--- config.mk ---
export PLATFORM = sky130hd
export DESIGN_NAME = ngps_seq
export DESIGN_NICKNAME = d
export VERILOG_FILES = /design/src/hw/rtl/assert_macros.svh /design/src/hw/rtl/ngps_pkg.sv /design/src/hw/rtl/ngps_seq.sv
export SDC_FILE = /design/constraint.sdc
export NUM_CORES = 1
export LEC_CHECK = 0
export BUFFER_PORTS_ARGS = -buffer_cell sky130_fd_sc_hd__buf_2
export CORE_AREA = 2 2 39 41
export DETAILED_ROUTE_END_ITERATION = 6
export DIE_AREA = 0 0 41 43
export PLACE_DENSITY = 0.53
export SYNTH_ARGS = -nofsm -noshare
export SYNTH_HDL_FRONTEND = slang
export SYNTH_SLANG_ARGS = --single-unit
--- constraint.sdc ---
create_clock -name clk_i -period 1.9 [get_ports clk_i]
set_input_delay 0.19 -clock clk_i [delete_from_list [all_inputs] [get_ports clk_i]]
set_output_delay 0.19 -clock clk_i [all_outputs]
set_load 0.05 [all_outputs]
--- src/hw/rtl/assert_macros.svh ---
// ----------------------------------------------------------------------------
// Assertion macros
// Shared forms for the concurrent checks of the grid point search block.
// ----------------------------------------------------------------------------
`ifndef ASSERT_MACROS_SVH
`define ASSERT_MACROS_SVH

// Same-cycle implication, sampled on clk_i and disabled while rst_ni is low.
`define NGPS_ASSERT_IMPL(name, ante, cons, msg) \
  name: assert property (@(posedge clk_i) disable iff (!rst_ni) (ante) |-> (cons)) \
    else $error(msg);

// Next-cycle implication, sampled on clk_i and disabled while rst_ni is low.
`define NGPS_ASSERT_NEXT(name, ante, cons, msg) \
  name: assert property (@(posedge clk_i) disable iff (!rst_ni) (ante) |=> (cons)) \
    else $error(msg);

`endif

--- src/hw/rtl/ngps_pkg.sv ---
// ----------------------------------------------------------------------------
// Grid point search package
// Sizes, register and command codes, and the microcode table of the search.
// ----------------------------------------------------------------------------
package ngps_pkg;

  localparam int MAX_ROWS   = 16;
  localparam int MAX_COLS   = 16;
  localparam int COORD_BITS = 12;

  localparam int GRID_W     = 4;
  localparam int PT_W       = 12;
  localparam int CFG_CNT_W  = 5;
  localparam int CFG_DIST_W = 26;

  localparam int ROW_IDX_W = (MAX_ROWS > 1) ? $clog2(MAX_ROWS) : 1;
  localparam int COL_IDX_W = (MAX_COLS > 1) ? $clog2(MAX_COLS) : 1;
  localparam int ADDR_W    = 1 + ROW_IDX_W + COL_IDX_W;
  localparam int GRID_DEPTH = 2 * (2 ** ROW_IDX_W) * (2 ** COL_IDX_W);
  localparam int ENTRY_W   = 2 * COORD_BITS;
  localparam int SQ_W      = 2 * COORD_BITS;
  localparam int SUM_W     = SQ_W + 1;
  localparam int DIST_W    = (SUM_W > CFG_DIST_W) ? SUM_W : CFG_DIST_W;

  localparam int PADDR_W = 4;
  localparam int PDATA_W = 32;

  typedef logic [ROW_IDX_W-1:0]  row_idx_t;
  typedef logic [COL_IDX_W-1:0]  col_idx_t;
  typedef logic [COORD_BITS-1:0] coord_t;
  typedef logic [GRID_W-1:0]     grid_t;
  typedef logic [DIST_W-1:0]     dist_t;

  localparam logic [CFG_CNT_W-1:0]  ROWS_RESET  = 5'd16;
  localparam logic [CFG_CNT_W-1:0]  COLS_RESET  = 5'd16;
  localparam logic [CFG_DIST_W-1:0] START_RESET = 26'd10000;

  localparam logic [1:0] REG_ROWS  = 2'd0;
  localparam logic [1:0] REG_COLS  = 2'd1;
  localparam logic [1:0] REG_START = 2'd2;

  localparam logic CMD_LOAD  = 1'b0;
  localparam logic CMD_QUERY = 1'b1;

  localparam int STEP_W = 3;
  typedef logic [STEP_W-1:0] step_t;

  localparam step_t STEP_WAIT   = 3'd0;
  localparam step_t STEP_INIT   = 3'd1;
  localparam step_t STEP_SCAN   = 3'd2;
  localparam step_t STEP_DRAIN0 = 3'd3;
  localparam step_t STEP_DRAIN1 = 3'd4;
  localparam step_t STEP_DRAIN2 = 3'd5;
  localparam step_t STEP_DONE   = 3'd6;

  typedef enum logic [2:0] {
    COND_NEVER,
    COND_ALWAYS,
    COND_QUERY,
    COND_EMPTY,
    COND_MORE,
    COND_OUT_FREE
  } cond_e;

  typedef struct packed {
    logic in_ready;
    logic init;
    logic issue;
    logic emit;
  } ctrl_t;

  typedef struct packed {
    logic query_acc;
    logic empty;
    logic more;
    logic out_free;
  } status_t;

  typedef struct packed {
    ctrl_t act;
    cond_e cond;
    logic  hold;
    step_t target;
  } uword_t;

  function automatic uword_t ucode_rom(input step_t step);
    uword_t w;
    w.act    = '0;
    w.cond   = COND_NEVER;
    w.hold   = 1'b0;
    w.target = STEP_WAIT;
    case (step)
      STEP_WAIT: begin
        w.act.in_ready = 1'b1;
        w.cond         = COND_QUERY;
        w.hold         = 1'b1;
        w.target       = STEP_INIT;
      end
      STEP_INIT: begin
        w.act.init = 1'b1;
        w.cond     = COND_EMPTY;
        w.target   = STEP_DONE;
      end
      STEP_SCAN: begin
        w.act.issue = 1'b1;
        w.cond      = COND_MORE;
        w.target    = STEP_SCAN;
      end
      STEP_DRAIN0, STEP_DRAIN1, STEP_DRAIN2: begin
        w.cond = COND_NEVER;
      end
      STEP_DONE: begin
        w.act.emit = 1'b1;
        w.cond     = COND_OUT_FREE;
        w.hold     = 1'b1;
        w.target   = STEP_WAIT;
      end
      default: begin
        w.cond   = COND_ALWAYS;
        w.target = STEP_WAIT;
      end
    endcase
    return w;
  endfunction

endpackage

--- src/hw/rtl/ngps_seq.sv ---
// ----------------------------------------------------------------------------
// Grid point search sequencer
// Step counter over the microcode table with conditional jumps.
// ----------------------------------------------------------------------------
module ngps_seq (
  input  logic              clk_i,
  input  logic              rst_ni,
  input  ngps_pkg::status_t status_i,
  output ngps_pkg::ctrl_t   ctrl_o
);
  import ngps_pkg::*;

  step_t  step_q;
  step_t  step_d;
  uword_t uw;
  logic   take;

  always_comb begin
    uw = ucode_rom(step_q);
    unique case (uw.cond)
      COND_NEVER:    take = 1'b0;
      COND_ALWAYS:   take = 1'b1;
      COND_QUERY:    take = status_i.query_acc;
      COND_EMPTY:    take = status_i.empty;
      COND_MORE:     take = status_i.more;
      COND_OUT_FREE: take = status_i.out_free;
      default:       take = 1'b0;
    endcase
    if (take) begin
      step_d = uw.target;
    end else if (uw.hold) begin
      step_d = step_q;
    end else begin
      step_d = step_q + step_t'(1);
    end
  end

  always_ff @(posedge clk_i or negedge rst_ni) begin
    if (!rst_ni) begin
      step_q <= STEP_WAIT;
    end else begin
      step_q <= step_d;
    end
  end

  assign ctrl_o = uw.act;
endmodule

# Word level (Yosys, flattened, before mapping)
# Index checks and enable logic that the tools add are counted.
# totals
register_bits,3
# op_classes
n_mux,10
n_eq_ne,12
n_addsub,1
n_reduce_logical,3
# ops
op,count
$eq 3x3->1 const B,5
$pmux 3 s5,1
$eq 3x2->1 const B,4
$pmux 3 s3,1
$eq 3x1->1 const B,2
$mux 3,2
$mux 1,5
$pmux 1 s5,1
$add 3x1->3 const B,1
$logic_not 3->1,1
$reduce_or 3->1,1
$ne 2x1->1 const B,1
$reduce_or 2->1,1

# Longest topological paths before layout
# Gate-level depths: netlist (run 1).
# logic_depth
depth_word,6
ltp_mapped,8
ltp_nobuf,7

# Least setup slack after synthesis (run 1)
# OpenSTA, ideal clock, no wires.
# synth_path
kind,register to register
from,register step_q[0]
to,register step_q[1]
required_time_ps,1766
stages_incl_launch_ff,7
n_path_buf,0
arrival_ps,1963
path_slack_ps,-197
setup_time_ps,134
path_cell_list,dfrtp_1 -> inv_1 -> ha_1 -> nor2b_1 -> or2_1 -> mux2i_1 -> a31oi_1
# synth_between
elab_chain_cells,6
# synth_rtl
item,line_no,text
"start, declared",ngps_seq.sv:13,step_t step_q;
"start signal, assigned",ngps_seq.sv:42,step_q <= step_d;
$eq 3x2->1 or $eq 3x3->1 (tied branches),ngps_pkg.sv:92,case (step)
$reduce_or 3->1,ngps_pkg.sv:92,
$pmux 3 s5,ngps_pkg.sv:92,
"$eq 3x3->1, or another cell as far along",ngps_seq.sv:20,unique case (uw.cond)
$pmux 1 s5,ngps_seq.sv:20,
$ne 2x1->1 (no source line) or $mux 3 (tied branches),-,
# Parallel ways exist; a longest one is shown, timed or not. The select of a mux whose other input is x is not followed.
# A chain may end at the register's enable or synchronous reset.

# Worst setup path after layout (run 1)
# layout_path
from,register step_q[0]
to,register step_q[0]
# The elaborated chain is that of the path after synthesis.

==> results of run 1 <==
-- kinds of logic after synthesis --
kind of cell | Yosys count
multiplexers | 1
AND/OR/NAND/NOR | 16
buffers and inverters | 6
adder cells (fa/ha/maj) | 4
AO/OA/AOI/OAI | 14
flip-flops | 3
-- metal layers --
metal  share of wire, %  up-vias  track usage [%]
li1                   -      201                -
met1                 48      177            18.01
met2                 47       12            16.25
met3                3.4        4            3.141
met4                1.3        0            4.000
met5                  0        -                0
-- synthesized netlist by cell type (2+ instances only) --
library cell and n:
nand3_1 2, a31oi_1 3, inv_1 3, nand2_1 2, ha_1 4, o21ai_0 2, dfrtp_1 3, nor2_1 4
nor2b_1 2
-- metrics by stage --
stage / setup slack [ns] / hold slack, ns
3_3_place_gp: 0.1395 / -0.01303
6_report: 0.1610 / 0.2810
3_5_place_dp: 0.1366 / -0.01207
2_1_floorplan: 0.007029 / -0.1056
5_1_grt: 0.02106 / 0.2843
4_1_cts: 0.1231 / 0.2755
-- cell type report --
type	instances	share of cell area, %
Clock buffer	4	5.060
Inverter	4	2.892
Multi-Input combinational cell	35	51.57
Sequential cell	3	14.46
Tap cell	16	3.855
Timing Repair Buffer	18	22.17
-- power breakdown --
part / leakage [nW] / internal (W) / switching, W / total, W
Combinational: 0.212 / 0.000363 / 0.000471 / 0.000834
Sequential: 0.0362 / 0.000101 / 0.0000368 / 0.000138
Clock: 0.0150 / 0.0000786 / 0.0000318 / 0.000110
Total: 0.263 / 0.000543 / 0.000540 / 0.00108
-- worst reg2reg max path, delay by kind of cell, from the launching register on --
family	cells	cell delay (ns)
buffers and inverters	2	0.33
AND/OR/NAND/NOR	4	0.52
adder cells (fa/ha/maj)	1	0.22
flip-flops	1	0.38
AO/OA/AOI/OAI	1	0.23
-- worst paths after layout --
| check | start | end | slack [ns] | cells after the start |
|---|---|---|---|---|
| worst max-delay path | step_q[0] | step_q[0] | 0.16 | 8 |
| worst min-delay path | rst_ni | step_q[0] | 0.28 | 2 |
| worst max register to register | step_q[0] | step_q[0] | 0.16 | 8 |
| worst min register to register | step_q[0] | step_q[0] | 0.67 | 3 |
| max in group asynchronous | rst_ni | step_q[2] | 1.52 | 2 |
| min in group clk_i | status_i[3] | step_q[0] | 0.45 | 5 |
-- timing repair --
item | in CTS | in global routing
gates resized for setup | 0 | 2
setup endpoints to repair | 0 | 2
hold endpoints to repair | 3 | 0
hold buffers | 1 | 0
==> results.sh, run 1 <==
export IMPL_max_stage_delay_ns=0.38
export IMPL_synthAdderAreaFrac_pct=13.75
export IMPL_yosysUniqueCellTypes=28
export IMPL_num_io_pins=10
export IMPL_dieArea_um2=1763
export IMPL_gp_congestion=0.8194
export IMPL_cts_tree="done"
export IMPL_synth_edf_count=0
export IMPL_cellPowerDensity_nw_per_um2=2085
export IMPL_grt_antenna_before_repair=0
export IMPL_fin_crit_ns=1.739
export IMPL_grt_pass1_vias=338
export IMPL_syn_instance_count=44
export IMPL_yosysWarnings=0
export IMPL_critPathRequiredTime_ns=2.06
export IMPL_reg_top3="step_q (3)"
export IMPL_clock_fmax_mhz=575.1
export IMPL_via_count=394
export IMPL_fillerInstances=148
export IMPL_grt_pass1_wl_mm=1.476
export IMPL_drive_gt1_share_pct=39.06
export IMPL_rsz0062_at_grt="false"
export IMPL_final_common_cell="buf_2"
export IMPL_synthXorXnorAreaFrac_pct=0
export IMPL_ys_flop_type="dfrtp_1"
export IMPL_firstDrtPassIters=4
export IMPL_status="finished clean"
export IMPL_post_dp_cell_area_um2=473.0
export IMPL_path_buf_inv=2
export IMPL_final_cells=80
export IMPL_synth_avg_cell_area_um2=8.275
export IMPL_yosysTopAreaCell="dfrtp_1"
export IMPL_seq_area_frac_synth_pct=20.62
export IMPL_tns_ns=0
export IMPL_regMostFlops="step_q"
export IMPL_dp_cells=75
export IMPL_critical_path_slowest_cell="dfrtp_1"
export IMPL_synth_nets=54
export IMPL_finalSetupViolations=0
export IMPL_fp_row_count=14
export IMPL_holdCritPathClass="in -> async"
export IMPL_syn_area_um2=364.1
export IMPL_htree_num_levels=1
export IMPL_cp_data_arrival_time_ns=1.90
export IMPL_ir_drop_mv=0.8217
export IMPL_mostFrequentLayoutCells="buf_2 (9), buf_4 (8), nor2_1 (4)"
export IMPL_crit_type="reg -> reg"
export IMPL_cts_buffers_inserted=3
export IMPL_first_iter_violations=2
export IMPL_cts_root_buf="clkbuf_4"
export IMPL_wl_per_cell_um=11.16
export IMPL_ant_nets=0
export IMPL_fin_total_pwr_w=0.001083
export IMPL_synthMuxAreaShare_pct=2.749
export IMPL_ys_ff_latch=3
export IMPL_p_leak_nw=0.2628
export IMPL_cp_start_kind="flop"
export IMPL_regArea_um2=75.07
export IMPL_port_buffers=9
export IMPL_synth_compound_area_share_pct=28.18
export IMPL_path_delay_family="simple AND/OR/NAND/NOR gates"
export IMPL_cts_setup_buffers=0
export IMPL_clk_latency_ns=0.23
export IMPL_finalInstanceArea_um2=519.2
export IMPL_post_route_period_util_pct=91.52
export IMPL_place_hpwl_um=697
export IMPL_synth_top_family_by_area="compound AO/OA/AOI/OAI gates"
export IMPL_yosys_area_share_simple_pct=25.43
export IMPL_drv_slew=0
export IMPL_clk_path_buf_depth=2
export IMPL_synth_area_leaders="dfrtp_1 (21%), ha_1 (14%), a31oi_1 (5.2%)"
export IMPL_grt_use_total_pct=12.05
export IMPL_path_cells="buf_4, ha_1, and2b_4, and3b_1, a32oi_2, buf_4, nand3_1, nand3_1"
export IMPL_nNetsFinal=75
export IMPL_grt_overflow=0
export IMPL_wirelength_um=893
export IMPL_start_util_pct=26.31
export IMPL_cts_sinks=3
export IMPL_grt_max_degree=11
export IMPL_viasPerCell=4.925
export IMPL_end_kind="flop"
export IMPL_clk_pin_slew_worst_paths_ns=0.04
export IMPL_worstMarginPinSlew_ns=0.3220
export IMPL_multiInputGateArea_um2=267.8
export IMPL_synth_top_area_share_pct=20.62
export IMPL_fp_dieH_um=43
export IMPL_drv_cap=0
export IMPL_area_delta_synth_final_pct=42.61
export IMPL_n_antenna_cell=0
export IMPL_coreArea_um2=1384
export IMPL_finalHoldViolCount=0
export IMPL_die_w_um=41
export IMPL_largest_reg_flops=3
export IMPL_skew_ns=0.0004071
export IMPL_path_max_fanout=6
export IMPL_async_reset_ff_share_pct=100.0
export IMPL_finish_utilization_pct=37.52
export IMPL_relSlewSlack_pct=78.31
export IMPL_drc=0
No activity file was read; power rests on OpenSTA's default activity.
==> run 2, diff against run 1 <==
--- a/config.mk
+++ b/config.mk
@@ -5,11 +5,11 @@
 export SDC_FILE = /design/constraint.sdc
 export NUM_CORES = 1
 export LEC_CHECK = 0
-export BUFFER_PORTS_ARGS = -buffer_cell sky130_fd_sc_hd__buf_2
 export CORE_AREA = 2 2 39 41
 export DETAILED_ROUTE_END_ITERATION = 6
 export DIE_AREA = 0 0 41 43
-export PLACE_DENSITY = 0.53
+export DONT_BUFFER_PORTS = 1
+export PLACE_DENSITY = 0.46
 export SYNTH_ARGS = -nofsm -noshare
 export SYNTH_HDL_FRONTEND = slang
 export SYNTH_SLANG_ARGS = --single-unit
==> run 2 against run 1 <==
Critical path depth fell by 1. First-iteration DRC count rose to 3.0 times the previous value. Sequential cell count did not move. Die area did not move. Clock skew rose by 0.0011 ns. Non-clock buffer count fell by 10. Global-route usage fell by 0.89 points. Design area fell by 8.0%. Count of clock-buffer cells in the layout did not move. Routed wire length fell by 3.4%. Register-to-register slack barely moved.
==> results.sh, run 2 (synthesis results as in run 1) <==
export IMPL_place_hpwl_um=694.7
export IMPL_mostFrequentLayoutCells="buf_4 (7), nor2_1 (4)"
export IMPL_final_common_cell="buf_4"
export IMPL_crit_type="reg -> reg"
export IMPL_layout_setup_ws_ns=0.1583
export IMPL_grt_overflow=0
export IMPL_dieArea_um2=1763
export IMPL_finalHoldViolCount=0
export IMPL_r2r_start="step_q[0]"
export IMPL_skew_ns=0.001483
export IMPL_pre_cts_ws_ns=0.06464
export IMPL_cp_start_kind="flop"
export IMPL_clk_pin_slew_worst_paths_ns=0.04
export IMPL_grt_antenna_before_repair=0
export IMPL_post_route_period_util_pct=91.67
export IMPL_grt_pass1_vias=324
export IMPL_drc=0
export IMPL_cts_sinks=3
export IMPL_cts_setup_buffers=0
export IMPL_gp_congestion=0.7543
export IMPL_drive_gt1_share_pct=29.63
export IMPL_post_dp_cell_area_um2=420.4
export IMPL_regArea_um2=76.32
export IMPL_htree_num_levels=1
export IMPL_fillerInstances=142
export IMPL_die_w_um=41
export IMPL_num_io_pins=10
export IMPL_wl_per_cell_um=12.33
export IMPL_fp_dieH_um=43
export IMPL_fp_row_count=14
export IMPL_area_delta_synth_final_pct=31.27
export IMPL_worstReg2RegEnd="step_q[1]"
export IMPL_first_iter_violations=6
export IMPL_viasPerCell=5.114
export IMPL_drv_cap=0
export IMPL_grt_max_degree=11
export IMPL_ant_nets=0
export IMPL_reg_top3="step_q (3)"
export IMPL_clock_fmax_mhz=574.1
export IMPL_cp_data_arrival_time_ns=1.84
export IMPL_fin_crit_ns=1.742
export IMPL_status="finished clean"
export IMPL_relSlewSlack_pct=79.98
export IMPL_n_antenna_cell=0
export IMPL_start_util_pct=26.31
export IMPL_cts_root_buf="clkbuf_4"
export IMPL_clk_path_buf_depth=2
export IMPL_cts_buffers_inserted=3
export IMPL_finalInstanceArea_um2=478.0
export IMPL_end_kind="flop"
export IMPL_holdCritPathClass="in -> async"
export IMPL_largest_reg_flops=3
export IMPL_grt_use_total_pct=11.16
export IMPL_multiInputGateArea_um2=277.8
export IMPL_grt_pass1_wl_mm=1.304
export IMPL_clk_latency_ns=0.23
export IMPL_drv_slew=0
export IMPL_critPathRequiredTime_ns=2.00
export IMPL_coreArea_um2=1384
export IMPL_regMostFlops="step_q"
export IMPL_finalSetupViolations=0
export IMPL_path_max_fanout=10
export IMPL_via_count=358
export IMPL_worstMarginPinSlew_ns=0.2972
export IMPL_port_buffers=0
export IMPL_cts_tree="done"
export IMPL_rsz0062_at_grt="false"
export IMPL_tns_ns=0
export IMPL_wirelength_um=863
export IMPL_reg2reg_setup_slack_ns=0.16
export IMPL_reg2reg_depth=7
export IMPL_nNetsFinal=65
export IMPL_firstDrtPassIters=4
==> run 2: per-stage QoR <==
stage | utilization, % | std cells | hold WS (ns)
after detailed placement | 30.38 | 65 | -0.1055
final | 34.54 | 70 | 0.2156
after global routing | 34.54 | 70 | 0.2192
after floorplan | - | 44 | -0.1056
after CTS | 33.00 | 70 | 0.2138
after global placement | 30.38 | 65 | -0.1055
==> run 2: cell type report <==
type / instances / area share (%)
Multi-Input combinational cell: 35 / 58.12
Sequential cell: 3 / 15.97
Timing Repair Buffer: 8 / 13.09
Clock buffer: 4 / 5.497
Tap cell: 16 / 4.188
Inverter: 4 / 3.141
==> run 2: metal layers <==
layer | GRT usage, % | wire length [um] | vias up
met5 | 0 | 0 | -
met4 | 2.000 | 0 | 0
met3 | 7.853 | 70 | 0
met2 | 15.31 | 372 | 13
met1 | 14.19 | 420 | 162
li1 | - | - | 183
==> run 2: worst max-delay path: stages, from the launching register on <==
cell      delay (ns)
dfrtp_1         0.40
inv_1           0.15
ha_4            0.22
a21o_1          0.10
nand4_1         0.11
a211o_1         0.37
a211oi_2        0.19
a31oi_1         0.07
==> run 2: worst max-delay path by stage <==
stage                          from         to  slack, ns
after detailed placement  step_q[0]  step_q[1]       0.06
after global routing      step_q[1]  step_q[1]      0.003
after CTS                 step_q[0]  step_q[1]       0.05
after floorplan           step_q[0]  step_q[1]      0.007
after global placement    step_q[0]  step_q[1]       0.01
final                     step_q[0]  step_q[1]       0.16
==> run 2: timing repair <==
action                     in CTS  in global routing
setup endpoints to repair       0                  3
hold endpoints to repair        3                  0
resized for setup               0                  4
hold buffers                    1                  0
Power of run 2 is left out: the tool's default activity adds up to more than one toggle a clock period on the data nets, which glitch-free logic cannot reach.
